<file path="src/rtl/core/srb_pkg.sv">
package srb_pkg;

    // field widths of one beat
    localparam int SEQ_W   = 8;
    localparam int SRC_W   = 7;
    localparam int PAY_W   = 16;
    localparam int KIND_W  = 3;
    localparam int STORE_W = SRC_W + PAY_W;

    // defaults for the top level parameters
    localparam int DEF_WINDOW   = 16;
    localparam int DEF_SEQ_BITS = 8;

    // longest burst of results one arrival may cause
    localparam int MAX_RESULTS = 16;

    // result codes
    typedef enum logic [KIND_W-1:0] {
        K_RELEASED  = 3'd0,
        K_HELD      = 3'd1,
        K_NOT_ARMED = 3'd2,
        K_BEYOND    = 3'd3,
        K_DUPLICATE = 3'd4,
        K_INIT      = 3'd5
    } t_kind;

endpackage

</file>
<file path="src/rtl/core/srb_if.sv">
// input channel: one message or init beat
interface srb_in_if import srb_pkg::*; ();
    logic             valid;
    logic             ready;
    logic             func;
    logic [SEQ_W-1:0] seq;
    logic [SRC_W-1:0] source_id;
    logic [PAY_W-1:0] payload_tag;

    modport source (output valid, func, seq, source_id, payload_tag, input ready);
    modport sink   (input valid, func, seq, source_id, payload_tag, output ready);
endinterface

// output channel: one result beat
interface srb_out_if import srb_pkg::*; ();
    logic              valid;
    logic              ready;
    logic [KIND_W-1:0] kind;
    logic [SEQ_W-1:0]  out_seq;
    logic [SRC_W-1:0]  out_source;
    logic [PAY_W-1:0]  out_payload;
    logic              last;

    modport source (output valid, kind, out_seq, out_source, out_payload, last, input ready);
    modport sink   (input valid, kind, out_seq, out_source, out_payload, last, output ready);
endinterface

</file>
<file path="src/rtl/core/srb_ram.sv">
module srb_ram #(
    parameter int WIDTH = 8,
    parameter int DEPTH = 16
) (
    input  logic                     i_clk,
    input  logic                     i_we,
    input  logic [$clog2(DEPTH)-1:0] i_waddr,
    input  logic [WIDTH-1:0]         i_wdata,
    input  logic [$clog2(DEPTH)-1:0] i_raddr,
    output logic [WIDTH-1:0]         o_rdata
);

    logic [WIDTH-1:0] r_mem [DEPTH];
    logic [WIDTH-1:0] r_rdata;

    // one write port, one registered read port
    always_ff @(posedge i_clk) begin
        if (i_we) begin
            r_mem[i_waddr] <= i_wdata;
        end
        r_rdata <= r_mem[i_raddr];
    end

    assign o_rdata = r_rdata;

endmodule

</file>
<file path="src/rtl/core/sequence_reorder_buffer.sv">
// Resequencer for messages carrying a SEQ_BITS-bit sequence number.
// i_in carries message beats (func low) and init beats (func high); o_out
// carries result beats, the final beat caused by one input having last set.
// An init beat loads the last delivered number, clears all held slots and
// arms the block; messages seen before that come back as not armed.
// A message one past the last delivered is released, followed by its held
// successors in order, MAX_RESULTS beats at most; messages up to WINDOW
// ahead are parked in a slot RAM indexed by sequence modulo WINDOW, others
// come back as duplicate or beyond. An input beat is taken in S_IDLE and
// evaluated in S_EVAL once the output register is free; a release run then
// passes through S_RUN, one slot RAM read per released entry.
// An init beat passes through S_MOD, where the slot of the loaded number is
// found by a reciprocal multiply and one correcting subtract.
// Results leave through an output register; while the receiver stalls, the
// pending result is held, evaluation waits and at most one further input
// beat is taken before the input goes not ready.
// Reset (synchronous, active low) leaves the block disarmed, all slots empty,
// last delivered at one; no clearing pass is needed.
module sequence_reorder_buffer import srb_pkg::*; #(
    parameter int WINDOW   = DEF_WINDOW,
    parameter int SEQ_BITS = DEF_SEQ_BITS
) (
    input  logic      i_clk,
    input  logic      i_rst_n,
    srb_in_if.sink    i_in,
    srb_out_if.source o_out
);

    localparam int SB   = $clog2(WINDOW);
    localparam int CW   = ((SEQ_BITS > SB) ? SEQ_BITS : SB) + 2;
    localparam int CNTW = $clog2(MAX_RESULTS + 1);
    localparam logic [CW-1:0] SEQ_MOD = CW'(2 ** SEQ_BITS);
    localparam logic [CW-1:0] WIN_C   = CW'(WINDOW);
    localparam logic [SEQ_BITS-1:0] RECIP_C = SEQ_BITS'((2 ** SEQ_BITS) / WINDOW);

    typedef enum logic [3:0] {
        S_IDLE = 4'b0001,
        S_EVAL = 4'b0010,
        S_RUN  = 4'b0100,
        S_MOD  = 4'b1000
    } t_state;

    // slot of the number after last, given the slot of last
    function automatic logic [SB-1:0] slot_inc(input logic [SEQ_BITS-1:0] last,
                                               input logic [SB-1:0] slot);
        logic [SEQ_BITS-1:0] nx;
        nx = last + SEQ_BITS'(1);
        if (nx == '0) begin
            return '0;
        end else if (slot == SB'(WINDOW - 1)) begin
            return '0;
        end else begin
            return slot + SB'(1);
        end
    endfunction

    t_state              r_state, n_state;
    logic                r_armed, n_armed;
    logic [SEQ_BITS-1:0] r_last, n_last;
    logic [SB-1:0]       r_slot, n_slot;
    logic [WINDOW-1:0]   r_occ, n_occ;
    logic [CNTW-1:0]     r_cnt, n_cnt;

    logic             r_in_func;
    logic [SEQ_W-1:0] r_in_seq;
    logic [SRC_W-1:0] r_in_src;
    logic [PAY_W-1:0] r_in_pay;

    logic              r_ov;
    logic [KIND_W-1:0] r_okind;
    logic [SEQ_W-1:0]  r_oseq;
    logic [SRC_W-1:0]  r_osrc;
    logic [PAY_W-1:0]  r_opay;
    logic              r_olast;

    logic              load_out;
    t_kind             o_kind;
    logic [SEQ_W-1:0]  o_seq;
    logic [SRC_W-1:0]  o_src;
    logic [PAY_W-1:0]  o_pay;
    logic              o_last;

    logic                in_acc, out_free;
    logic [SEQ_BITS-1:0] sq, d, run_nx;
    logic [CW-1:0]       d_c, sum_c, red_c;
    logic                wrap, in_win, recent;
    logic [SB-1:0]       ev_slot, ev_next, run_slot, run_next;

    logic [2*SEQ_BITS-1:0] mod_prod;
    logic [SEQ_BITS-1:0]   mod_q;
    logic [CW-1:0]         mod_est, mod_rem;

    logic                ram_we;
    logic [SB-1:0]       ram_raddr;
    logic [STORE_W-1:0]  ram_rdata;

    assign in_acc     = i_in.valid && i_in.ready;
    assign i_in.ready = (r_state == S_IDLE);
    assign out_free   = !r_ov || o_out.ready;

    // distance and slot of the captured message
    assign sq      = SEQ_BITS'(r_in_seq);
    assign d       = sq - r_last;
    assign d_c     = CW'(d);
    assign sum_c   = CW'(r_slot) + d_c;
    assign red_c   = (sum_c >= WIN_C) ? (sum_c - WIN_C) : sum_c;
    assign wrap    = (CW'(r_last) + d_c) >= SEQ_MOD;
    assign ev_slot = wrap ? SB'(sq) : SB'(red_c);
    assign ev_next = slot_inc(sq, ev_slot);
    assign in_win  = (d_c >= CW'(2)) && (d_c <= WIN_C);
    assign recent  = (d == '0) || ((d_c + WIN_C) >= SEQ_MOD);

    // successors during a release run
    assign run_nx   = r_last + SEQ_BITS'(1);
    assign run_slot = slot_inc(r_last, r_slot);
    assign run_next = slot_inc(run_nx, run_slot);

    // slot of an init number: quotient estimate low by at most one
    assign mod_prod = (2*SEQ_BITS)'(r_last) * (2*SEQ_BITS)'(RECIP_C);
    assign mod_q    = mod_prod[2*SEQ_BITS-1:SEQ_BITS];
    assign mod_est  = CW'(r_last) - CW'(mod_q) * WIN_C;
    assign mod_rem  = (mod_est >= WIN_C) ? (mod_est - WIN_C) : mod_est;

    // sequencer
    always_comb begin
        n_state   = r_state;
        n_armed   = r_armed;
        n_last    = r_last;
        n_slot    = r_slot;
        n_occ     = r_occ;
        n_cnt     = r_cnt;
        ram_we    = 1'b0;
        ram_raddr = run_slot;
        load_out  = 1'b0;
        o_kind    = K_RELEASED;
        o_seq     = SEQ_W'(sq);
        o_src     = r_in_src;
        o_pay     = r_in_pay;
        o_last    = 1'b1;
        case (r_state)
            S_IDLE: begin
                if (in_acc) begin
                    n_state = S_EVAL;
                end
            end
            S_EVAL: begin
                if (out_free) begin
                    load_out = 1'b1;
                    n_state  = S_IDLE;
                    if (r_in_func) begin
                        o_kind  = K_INIT;
                        o_src   = '0;
                        o_pay   = '0;
                        n_armed = 1'b1;
                        n_last  = sq;
                        n_occ   = '0;
                        n_state = S_MOD;
                    end else if (!r_armed) begin
                        o_kind = K_NOT_ARMED;
                    end else if (d == SEQ_BITS'(1)) begin
                        o_kind    = K_RELEASED;
                        n_last    = sq;
                        n_slot    = ev_slot;
                        n_cnt     = CNTW'(1);
                        ram_raddr = ev_next;
                        if ((1 < MAX_RESULTS) && r_occ[ev_next]) begin
                            o_last  = 1'b0;
                            n_state = S_RUN;
                        end
                    end else if (in_win) begin
                        if (r_occ[ev_slot]) begin
                            o_kind = K_DUPLICATE;
                        end else begin
                            o_kind         = K_HELD;
                            n_occ[ev_slot] = 1'b1;
                            ram_we         = 1'b1;
                        end
                    end else if (recent) begin
                        o_kind = K_DUPLICATE;
                    end else begin
                        o_kind = K_BEYOND;
                    end
                end
            end
            S_RUN: begin
                if (out_free) begin
                    load_out        = 1'b1;
                    o_kind          = K_RELEASED;
                    o_seq           = SEQ_W'(run_nx);
                    o_src           = ram_rdata[STORE_W-1:PAY_W];
                    o_pay           = ram_rdata[PAY_W-1:0];
                    n_occ[run_slot] = 1'b0;
                    n_last          = run_nx;
                    n_slot          = run_slot;
                    n_cnt           = r_cnt + CNTW'(1);
                    ram_raddr       = run_next;
                    if ((n_cnt < CNTW'(MAX_RESULTS)) && r_occ[run_next]) begin
                        o_last = 1'b0;
                    end else begin
                        n_state = S_IDLE;
                    end
                end
            end
            S_MOD: begin
                n_slot  = SB'(mod_rem);
                n_state = S_IDLE;
            end
            default: begin
                n_state = S_IDLE;
            end
        endcase
    end

    // control state
    always_ff @(posedge i_clk) begin
        if (!i_rst_n) begin
            r_state <= S_IDLE;
            r_armed <= 1'b0;
            r_last  <= SEQ_BITS'(1);
            r_slot  <= SB'(1);
            r_occ   <= '0;
            r_cnt   <= '0;
            r_ov    <= 1'b0;
        end else begin
            r_state <= n_state;
            r_armed <= n_armed;
            r_last  <= n_last;
            r_slot  <= n_slot;
            r_occ   <= n_occ;
            r_cnt   <= n_cnt;
            if (load_out) begin
                r_ov <= 1'b1;
            end else if (o_out.ready) begin
                r_ov <= 1'b0;
            end
        end
    end

    // captured input beat and output register payload
    always_ff @(posedge i_clk) begin
        if (in_acc) begin
            r_in_func <= i_in.func;
            r_in_seq  <= i_in.seq;
            r_in_src  <= i_in.source_id;
            r_in_pay  <= i_in.payload_tag;
        end
        if (load_out) begin
            r_okind <= o_kind;
            r_oseq  <= o_seq;
            r_osrc  <= o_src;
            r_opay  <= o_pay;
            r_olast <= o_last;
        end
    end

    // held messages: source and payload handle per slot
    srb_ram #(
        .WIDTH (STORE_W),
        .DEPTH (WINDOW)
    ) u_slot_ram (
        .i_clk   (i_clk),
        .i_we    (ram_we),
        .i_waddr (ev_slot),
        .i_wdata ({r_in_src, r_in_pay}),
        .i_raddr (ram_raddr),
        .o_rdata (ram_rdata)
    );

    assign o_out.valid       = r_ov;
    assign o_out.kind        = r_okind;
    assign o_out.out_seq     = r_oseq;
    assign o_out.out_source  = r_osrc;
    assign o_out.out_payload = r_opay;
    assign o_out.last        = r_olast;

endmodule

</file>
<file path="src/flat_wrapper.sv">
// flat-port wrapper written by rule: the top's interface ports become plain ports
module sequence_reorder_buffer_flat import srb_pkg::*;
#(
    parameter int WINDOW   = DEF_WINDOW,
    parameter int SEQ_BITS = DEF_SEQ_BITS
)
  (i_clk, i_rst_n, i_in_valid, i_in_func, i_in_seq, i_in_source_id, i_in_payload_tag, i_in_ready, o_out_valid, o_out_kind, o_out_out_seq, o_out_out_source, o_out_out_payload, o_out_last, o_out_ready);
  srb_in_if i_in_i ();
  srb_out_if o_out_i ();
  input  logic i_clk;
  input  logic i_rst_n;
  input wire logic [$bits(i_in_i.valid)-1:0] i_in_valid;
  input wire logic [$bits(i_in_i.func)-1:0] i_in_func;
  input wire logic [$bits(i_in_i.seq)-1:0] i_in_seq;
  input wire logic [$bits(i_in_i.source_id)-1:0] i_in_source_id;
  input wire logic [$bits(i_in_i.payload_tag)-1:0] i_in_payload_tag;
  output wire logic [$bits(i_in_i.ready)-1:0] i_in_ready;
  output wire logic [$bits(o_out_i.valid)-1:0] o_out_valid;
  output wire logic [$bits(o_out_i.kind)-1:0] o_out_kind;
  output wire logic [$bits(o_out_i.out_seq)-1:0] o_out_out_seq;
  output wire logic [$bits(o_out_i.out_source)-1:0] o_out_out_source;
  output wire logic [$bits(o_out_i.out_payload)-1:0] o_out_out_payload;
  output wire logic [$bits(o_out_i.last)-1:0] o_out_last;
  input wire logic [$bits(o_out_i.ready)-1:0] o_out_ready;
  assign i_in_i.valid = i_in_valid;
  assign i_in_i.func = i_in_func;
  assign i_in_i.seq = i_in_seq;
  assign i_in_i.source_id = i_in_source_id;
  assign i_in_i.payload_tag = i_in_payload_tag;
  assign i_in_ready = i_in_i.ready;
  assign o_out_valid = o_out_i.valid;
  assign o_out_kind = o_out_i.kind;
  assign o_out_out_seq = o_out_i.out_seq;
  assign o_out_out_source = o_out_i.out_source;
  assign o_out_out_payload = o_out_i.out_payload;
  assign o_out_last = o_out_i.last;
  assign o_out_i.ready = o_out_ready;
  sequence_reorder_buffer #(.WINDOW(WINDOW), .SEQ_BITS(SEQ_BITS)) u_core (.i_clk(i_clk), .i_rst_n(i_rst_n), .i_in(i_in_i), .o_out(o_out_i));
endmodule
</file>
<file path="config.mk">
export PLATFORM = sky130hd
export DESIGN_NAME = sequence_reorder_buffer_flat
export DESIGN_NICKNAME = d
export VERILOG_FILES = /design/src/rtl/core/srb_pkg.sv /design/src/rtl/core/srb_if.sv /design/src/rtl/core/srb_ram.sv /design/src/rtl/core/sequence_reorder_buffer.sv /design/src/flat_wrapper.sv
export SDC_FILE = /design/constraint.sdc
export NUM_CORES = 1
export LEC_CHECK = 0
export ABC_CLOCK_PERIOD_IN_PS = 6990
export BUFFER_PORTS_ARGS = -buffer_cell sky130_fd_sc_hd__clkbuf_2
export CELL_PAD_IN_SITES_DETAIL_PLACEMENT = 0
export CELL_PAD_IN_SITES_GLOBAL_PLACEMENT = 1
export CORE_ASPECT_RATIO = 0.75
export CORE_MARGIN = 4
export CORE_UTILIZATION = 46
export DETAILED_ROUTE_END_ITERATION = 12
export PLACE_DENSITY = 0.75
export REMOVE_ABC_BUFFERS = 1
export SLEW_MARGIN = 40
export SYNTH_ARGS = -nofsm -noshare
export SYNTH_HDL_FRONTEND = slang
export SYNTH_SLANG_ARGS = --single-unit
</file>
<file path="constraint.sdc">
create_clock -name i_clk -period 6.99 [get_ports i_clk]
set_clock_uncertainty 0.1 [all_clocks]
set_input_delay 1.0485 -clock i_clk [delete_from_list [all_inputs] [get_ports i_clk]]
set_output_delay 1.0485 -clock i_clk [all_outputs]
set_load 0.01 [all_outputs]
</file>
### Word level (Yosys, flattened, before mapping)

Memories as Yosys holds them, arrays and structs flattened. A register that Yosys moved wholly into a read port is not among the register bits.
Index checks and enable logic that the tools add are counted.
Widths: inputs -> output; s select.

* bitwise logic cells: 5
* multiplexer cells: 97
* $lt $le $gt $ge: 13
* reduce and logical (&&, ||, !) cells: 24
* equal/unequal tests: 20
* add/subtract/negate cells: 14

Operators by type and width (number)
* $mux 16: 10
* $mux 4: 26
* $pmux 16 s2: 2
* $mux 8: 7
* $logic_not 8->1: 4
* $mux 1: 25
* $mux 5: 5
* $add 8x1->8 const B: 3
* $pmux 4 s3: 2
* $mux 3: 7
* $mux 7: 3
* $ge 10x9->1 const B: 2
* $lt 4x5->1 const B: 4
* $and 16x16->16: 1
* $eq 4x4->1 const B: 4
* $not 16->16: 1
* $or 16x16->16: 1
* $pmux 8 s2: 1
* $pmux 7 s2: 1
* $add 4x1->4 const B: 3
* $bmux 1 s4: 3
* $reduce_and 6->1: 2
* $ge 10x5->1 const B: 1
* $pmux 5 s2: 1
* 36 further kinds: 54

* word-level logic and storage cells: 191
* output and inout port bits: 37
* memories kept: 1
* input bits: 36
* bits in writable memories: 368
* register bits after elaboration: 106

Memory list
* u_core.u_slot_ram.r_mem: words 16, width 23, read ports 1, clocked after memory_dff 1, write ports 1, line srb_ram.sv:13 `logic [WIDTH-1:0] r_mem [DEPTH];`

### Logic depth before layout (Yosys ltp)

* depth after elaboration: 17
* gate-level depth with buffers: 27
* mapped depth without buffers: 25

### Cells and area by module

From an unflattened synthesis, not the netlist that was laid out.

* cell total of the unflattened synthesis: 1321
* area total of the unflattened synthesis: 21032.7 µm²

Modules (own cells, without submodules)
* srb_ram: seq. area each 11511.0 µm², times used 1, cells each 608, area each 14308.7 µm²
* sequence_reorder_buffer: seq. area each 2792.7 µm², times used 1, cells each 713, area each 6723.9 µm²

### Worst setup path after synthesis

No wires, ideal clock.

* path type: reg-to-reg
* from: reg u_core.r_last[4]
* to: reg u_core.r_occ[15]
* required time: 6819 ps
* stages on the path, launching flop included: 19
* setup time: 71 ps
* period minus slack after synthesis: 7043 ps
* path slack: -53 ps
* path buffers: 1
* data arrival time: 6872 ps
* cells stage by stage: dfxtp_1 -> buf_1 -> inv_1 -> ha_1 -> o21a_1 -> o21a_1 -> o32a_1 -> xnor2_2 -> inv_2 -> ha_1 -> a2111oi_4 -> o21a_4 -> nor3_2 -> a21oi_4 -> mux4_2 -> o22ai_1 -> o21ai_0 -> nor4b_1 -> o221a_1

* longest elaborated chain between the ends: 17
* elaborated cells on any way between the ends: 41
* classes of those cells: add/sub (4); order compare (8); eq/ne (4); mux (17); bitwise (3); reduce/logical (5)

RTL lines
* from (decl): line sequence_reorder_buffer.sv:59 `logic [SEQ_BITS-1:0] r_last, n_last;`
* from (signal assigned): line sequence_reorder_buffer.sv:227 `r_last <= n_last;`
* $sub 8x8->8: line sequence_reorder_buffer.sv:103 `assign d = sq - r_last;`
* $add 4x8->9: line sequence_reorder_buffer.sv:105 `assign sum_c = CW'(r_slot) + d_c;`
* $ge 9x5->1: line sequence_reorder_buffer.sv:106 `assign red_c = (sum_c >= WIN_C) ? (sum_c - WIN_C) : sum_c;`
* $mux 4: line sequence_reorder_buffer.sv:106
* $mux 4: line sequence_reorder_buffer.sv:108 `assign ev_slot = wrap ? SB'(sq) : SB'(red_c);`
* $lt 4x5->1 (implied by the code) or $ge 4x1->1 (tied branches): line sequence_reorder_buffer.sv:175 `n_occ[ev_slot] = 1'b1;`
* $logic_and 1x1->1 (implied by the code): line sequence_reorder_buffer.sv:175
* $mux 1 (implied by the code): line sequence_reorder_buffer.sv:175
* $demux 1 s4
* $or 16x16->16 (no source line)
* $mux 16: line sequence_reorder_buffer.sv:171 `if (r_occ[ev_slot]) begin`
* $mux 16: line sequence_reorder_buffer.sv:170 `end else if (in_win) begin`
* $mux 16: line sequence_reorder_buffer.sv:160 `end else if (d == SEQ_BITS'(1)) begin`
* $mux 16: line sequence_reorder_buffer.sv:158 `end else if (!r_armed) begin`
* $mux 16: line sequence_reorder_buffer.sv:150 `if (r_in_func) begin`
* $mux 16: line sequence_reorder_buffer.sv:147 `if (out_free) begin`
* $pmux 16 s2: line sequence_reorder_buffer.sv:140 `case (r_state)`
* to (signal assigned): line sequence_reorder_buffer.sv:229 `r_occ <= n_occ;`
* to (decl): line sequence_reorder_buffer.sv:61 `logic [WINDOW-1:0] r_occ, n_occ;`

Parallel ways exist; a longest one is shown, timed or not. The select of a mux whose other input is x is not followed.
A chain may end at the register's enable or synchronous reset.

### Worst setup path in the final report

* from: reg u_core.r_last[2]
* to: reg u_core.u_slot_ram.r_rdata[22], in the netlist u_core.u_slot_ram.o_rdata[22] (read register of u_core.u_slot_ram.r_mem)

* longest elaborated chain between the ends: 13
* elaborated cells on any way between the ends: 28
* classes of those cells: add/sub (8); order compare (2); eq/ne (3); mux (13); reduce/logical (2)

RTL lines
* $sub 8x8->8: line sequence_reorder_buffer.sv:103
* $add 4x8->9: line sequence_reorder_buffer.sv:105
* $ge 9x5->1 or $sub 4x1->4 (tied branches): line sequence_reorder_buffer.sv:106
* $mux 4: line sequence_reorder_buffer.sv:106
* $mux 4: line sequence_reorder_buffer.sv:108
* $add 4x1->4 or $eq 4x4->1 (tied branches): line sequence_reorder_buffer.sv:53, sequence_reorder_buffer.sv:50
* $mux 4: line sequence_reorder_buffer.sv:50 `end else if (slot == SB'(WINDOW - 1)) begin`
* $mux 4: line sequence_reorder_buffer.sv:48 `if (nx == '0) begin`
* $mux 4: line sequence_reorder_buffer.sv:160
* $mux 4: line sequence_reorder_buffer.sv:158
* $mux 4: line sequence_reorder_buffer.sv:150
* $mux 4: line sequence_reorder_buffer.sv:147
* $pmux 4 s2 (*): line sequence_reorder_buffer.sv:140
* to (decl): line srb_ram.sv:14 `logic [WIDTH-1:0] r_rdata;`

Every way passes the cells marked *; elsewhere a longest branch is shown, timed or not.

==> summary.txt <==
Logic synthesis
  • Seq/Total Area, Yosys: 66.7%
  • Mapped Area: 21,400 µm²
  • Count of different cell masters after synthesis: 93
  • Most used flip-flop cell after synthesis: edfxtp_1
  • #FFs+latches synth: 497
  • Ys Warns: 0
  • Post-synth EDFFs: 435
  • Synthesized area per cell: 12.8 µm²
  • Gate Count Post-Synth: 1,673
  • Ys async rst share: 0%

STA
  • Final Worst Setup Slack: 0.531 ns
  • Worst Max-Slew Pin Slew: 0.915 ns
  • Hold_ws: 0.417 ns
  • Fmax: 0.155 GHz
  • Tcrit/Tclk final: 92.4%
  • Worst slew margin: 37.4%
  • Slew Viols, Final: 0
  • Setup violators final: 0
  • Final Hold Vio Count: 0
  • Fin crit period: 6.46 ns

Floorplan
  • Core region area: 46,000 µm²
  • Die area: 50,200 µm²
  • Die Y: 195 µm
  • # rows: 68
  • Starting density of the core: 46.6%
  • Die width: 257 µm
  • Top Ports: 73

Global routing
  • GR Util All Layers: 22.8%
  • Number of global-route vias before repair: 13,400
  • Gr ovfl total: 0
  • Initial antenna violation count: 0
  • Largest net degree at the start of global routing: 97
  • First-pass GRT wire length: 86,900 µm

Routing
  • Vias per cell: 5.94
  • Pre-antenna DRT Iters: 7
  • Detail Route Antenna Nets: 0
  • Post-route DRC: 0
  • Total Wirelength: 58,400 µm
  • Vias: 14,300
  • DR iter-0 viols: 1,660
  • Per-cell routed wire length: 24.2 µm

Critical path
  • Arrival @ worst endpoint: 6.89 ns
  • CP Buf/Inv Count: 8
  • Most frequent CP cell: inv_1
  • Worst R2R Start: u_core.r_last[2]
  • CP Launch Type: flop
  • CP endpoint kind: flop
  • Critical Path Max Stage Delay: 0.64 ns
  • CP Data Required Time: 7.42 ns
  • Crit path kind: flop to flop
  • Reg-to-reg setup timing slack: 0.53 ns
  • CP startpoint: u_core.r_last[2]
  • Slowest cell on crit path: dfxtp_1
  • Delay-heaviest family, CP: simple AND/OR/NAND/NOR gates
  • CP Max Fanout: 13

Outcome
  • Status: finished clean

Clock tree
  • Clock Tree Root: clkbuf_16
  • Clk sinks: 497
  • Clock buffer depth: 3
  • TritonCTS Buffers: 49
  • CTS tree: yes
  • Clk slew on worst S/H paths: 0.06 ns
  • Skew-Pair Late Insertion Delay: 0.59 ns
  • H-tree Lvls: 2

Layout
  • Synth-to-layout area growth: 14.1%
  • Most frequent cells in the layout: edfxtp_1 (435), nand2_1 (335), a21oi_1 (140)
  • Final cell count without fillers: 2,417
  • Number of diodes: 0
  • Nets: 1,819
  • Ratio of cells with drive above 1 in the final layout: 15.0%
  • Commonest non-fill, non-tap cell in the layout: edfxtp_1

Flow run
  • Max_cap viols: 0

Place
  • Final HPWL from detailed placement: 34,600 µm
  • Placed Instances: 2,327
  • Port bufs: 72
  • Gpl congestion: 0.927
  • Dpl ws: 0.532 ns

Worst hold path
  • Hold path start: u_core.r_cnt[3]
  • Min-Delay Path Class: flop to flop

Pwr
  • Pwr Total: 6.33 mW
  • Maximum vdd drop: 0.000187 V
  • Power Dens Cells: 259 nW/µm²
  • Leak: 8.21 nW
-- sequential cells by signal, summed over array words and instances, names as in the netlist, 3 cells and up --
register and cells:
u_core.o_out.out_payload 16, u_core.r_cnt 5, u_core.o_out.out_seq 8, u_core.r_state 4
u_core.o_out.out_source 7, u_core.o_out.kind 3, u_core.r_last 8, u_core.r_in_seq 8
u_core.r_occ 16, u_core.r_in_pay 16, u_core.r_in_src 7, u_core.r_slot 4
u_core.u_slot_ram.o_rdata 23, u_core.u_slot_ram.r_mem 368
-- cell families (layout without fill, tap and decap cells) --
kind of cell | Yosys count | count (layout) | synth area share [%]
multiplexers | 18 | 18 | 1.09
AO/OA/AOI/OAI | 450 | 450 | 15.9
buffers and inverters | 133 | 247 | 2.64
XOR/XNOR | 17 | 17 | 0.730
AND/OR/NAND/NOR | 524 | 524 | 10.9
flip-flops | 497 | 497 | 66.7
adder cells (fa/ha/maj) | 34 | 34 | 2.05
-- Yosys cell counts, drive strengths merged, types with 4 or more instances --
master | instances | share of area, %
a2111oi | 5 | 0.36
a211oi | 11 | 0.41
a21oi | 141 | 3.3
a221o | 23 | 1.1
a221oi | 11 | 0.45
a22o | 24 | 0.98
a31oi | 5 | 0.15
a32o | 45 | 2.1
a32oi | 50 | 2.1
and2 | 13 | 0.38
and3 | 6 | 0.18
buf | 44 | 1.1
clkbuf | 59 | 1.0
dfxtp | 62 | 5.8
edfxtp | 435 | 61
ha | 32 | 1.9
inv | 30 | 0.53
mux2i | 12 | 0.56
mux4 | 4 | 0.42
nand2 | 339 | 5.9
nand2b | 8 | 0.23
nand3 | 13 | 0.30
nand3b | 4 | 0.14
nand4 | 8 | 0.23
nand4b | 4 | 0.16
nor2 | 63 | 1.1
nor2b | 18 | 0.53
nor3 | 14 | 0.40
nor3b | 8 | 0.28
nor4b | 5 | 0.26
o211a | 10 | 0.47
o211ai | 10 | 0.40
o21a | 6 | 0.25
o21ai | 32 | 0.76
o221a | 14 | 0.74
o22ai | 29 | 0.88
o31ai | 5 | 0.20
or2 | 6 | 0.18
or3 | 4 | 0.12
xnor2 | 9 | 0.40
xor2 | 8 | 0.33
-- final timing paths --
path / end / cells past startpoint
worst max register to register: u_core.u_slot_ram.o_rdata[22] / 26
worst max-delay path: u_core.u_slot_ram.o_rdata[22] / 26
worst min-delay path: u_core.r_cnt[3] / 2
worst min register to register: u_core.r_cnt[3] / 2
-- power by group --
group	internal [mW]	switching, mW
combinational	0.137	0.237
sequential	3.27	0.0632
clock	1.48	1.14
-- through the flow --
stage | cell area [µm²] | TNS (ns) | util, %
finish | 24500 | 0 | 53.1
global route | 24500 | -0.0152 | 53.1
CTS | 24400 | 0 | 53.1
detailed placement | 22900 | 0 | 49.7
global placement | 22800 | 0 | 49.5
floorplan | 21000 | -66.31 | -
-- worst reg2reg max path, cell delays in order, from the launching register on --
cell      delay, ns
dfxtp_1        0.64
inv_1          0.18
ha_1           0.38
nor2b_1        0.16
o31ai_1        0.29
a21oi_1        0.13
nor3_2         0.38
inv_2          0.12
ha_1           0.28
o21ai_0        0.21
nor2b_1        0.39
nor3_1         0.14
a21oi_1        0.15
buf_4          0.22
inv_1          0.08
ha_1           0.30
inv_1          0.18
nand2b_1       0.07
a221oi_1       0.25
nor3b_1        0.08
buf_4          0.17
inv_1          0.07
mux2i_1        0.06
o221a_2        0.36
nor2_2         0.52
buf_4          0.32
a221o_1        0.17
-- what timing repair did --
item | CTS | global route
gates resized for setup | 0 | 3
hold endpoints to repair | 0 | 0
endpoints found under the setup margin | 0 | 23
hold buffers | 0 | 0
buffers inserted | 0 | 0
-- final cells by class --
cell class | instances | area [µm²]
Inverter | 30 | 113
Sequential cell | 497 | 14300
Clock buffer | 71 | 1370
Clock inverter | 18 | 213
Timing Repair Buffer | 128 | 938
Fill cell | 3841 | 21600
Tap cell | 630 | 788
Multi-Input combinational cell | 1043 | 6730
-- per-layer routing --
layer,routed length [µm],vias up,GRT usage [%]
met5,0,-,0
met3,4480,71,4.03
met1,27500,7148,35.1
met2,25400,555,33.9
li1,-,6572,-
met4,1060,0,5.17
(Power assumes the default switching activity.)
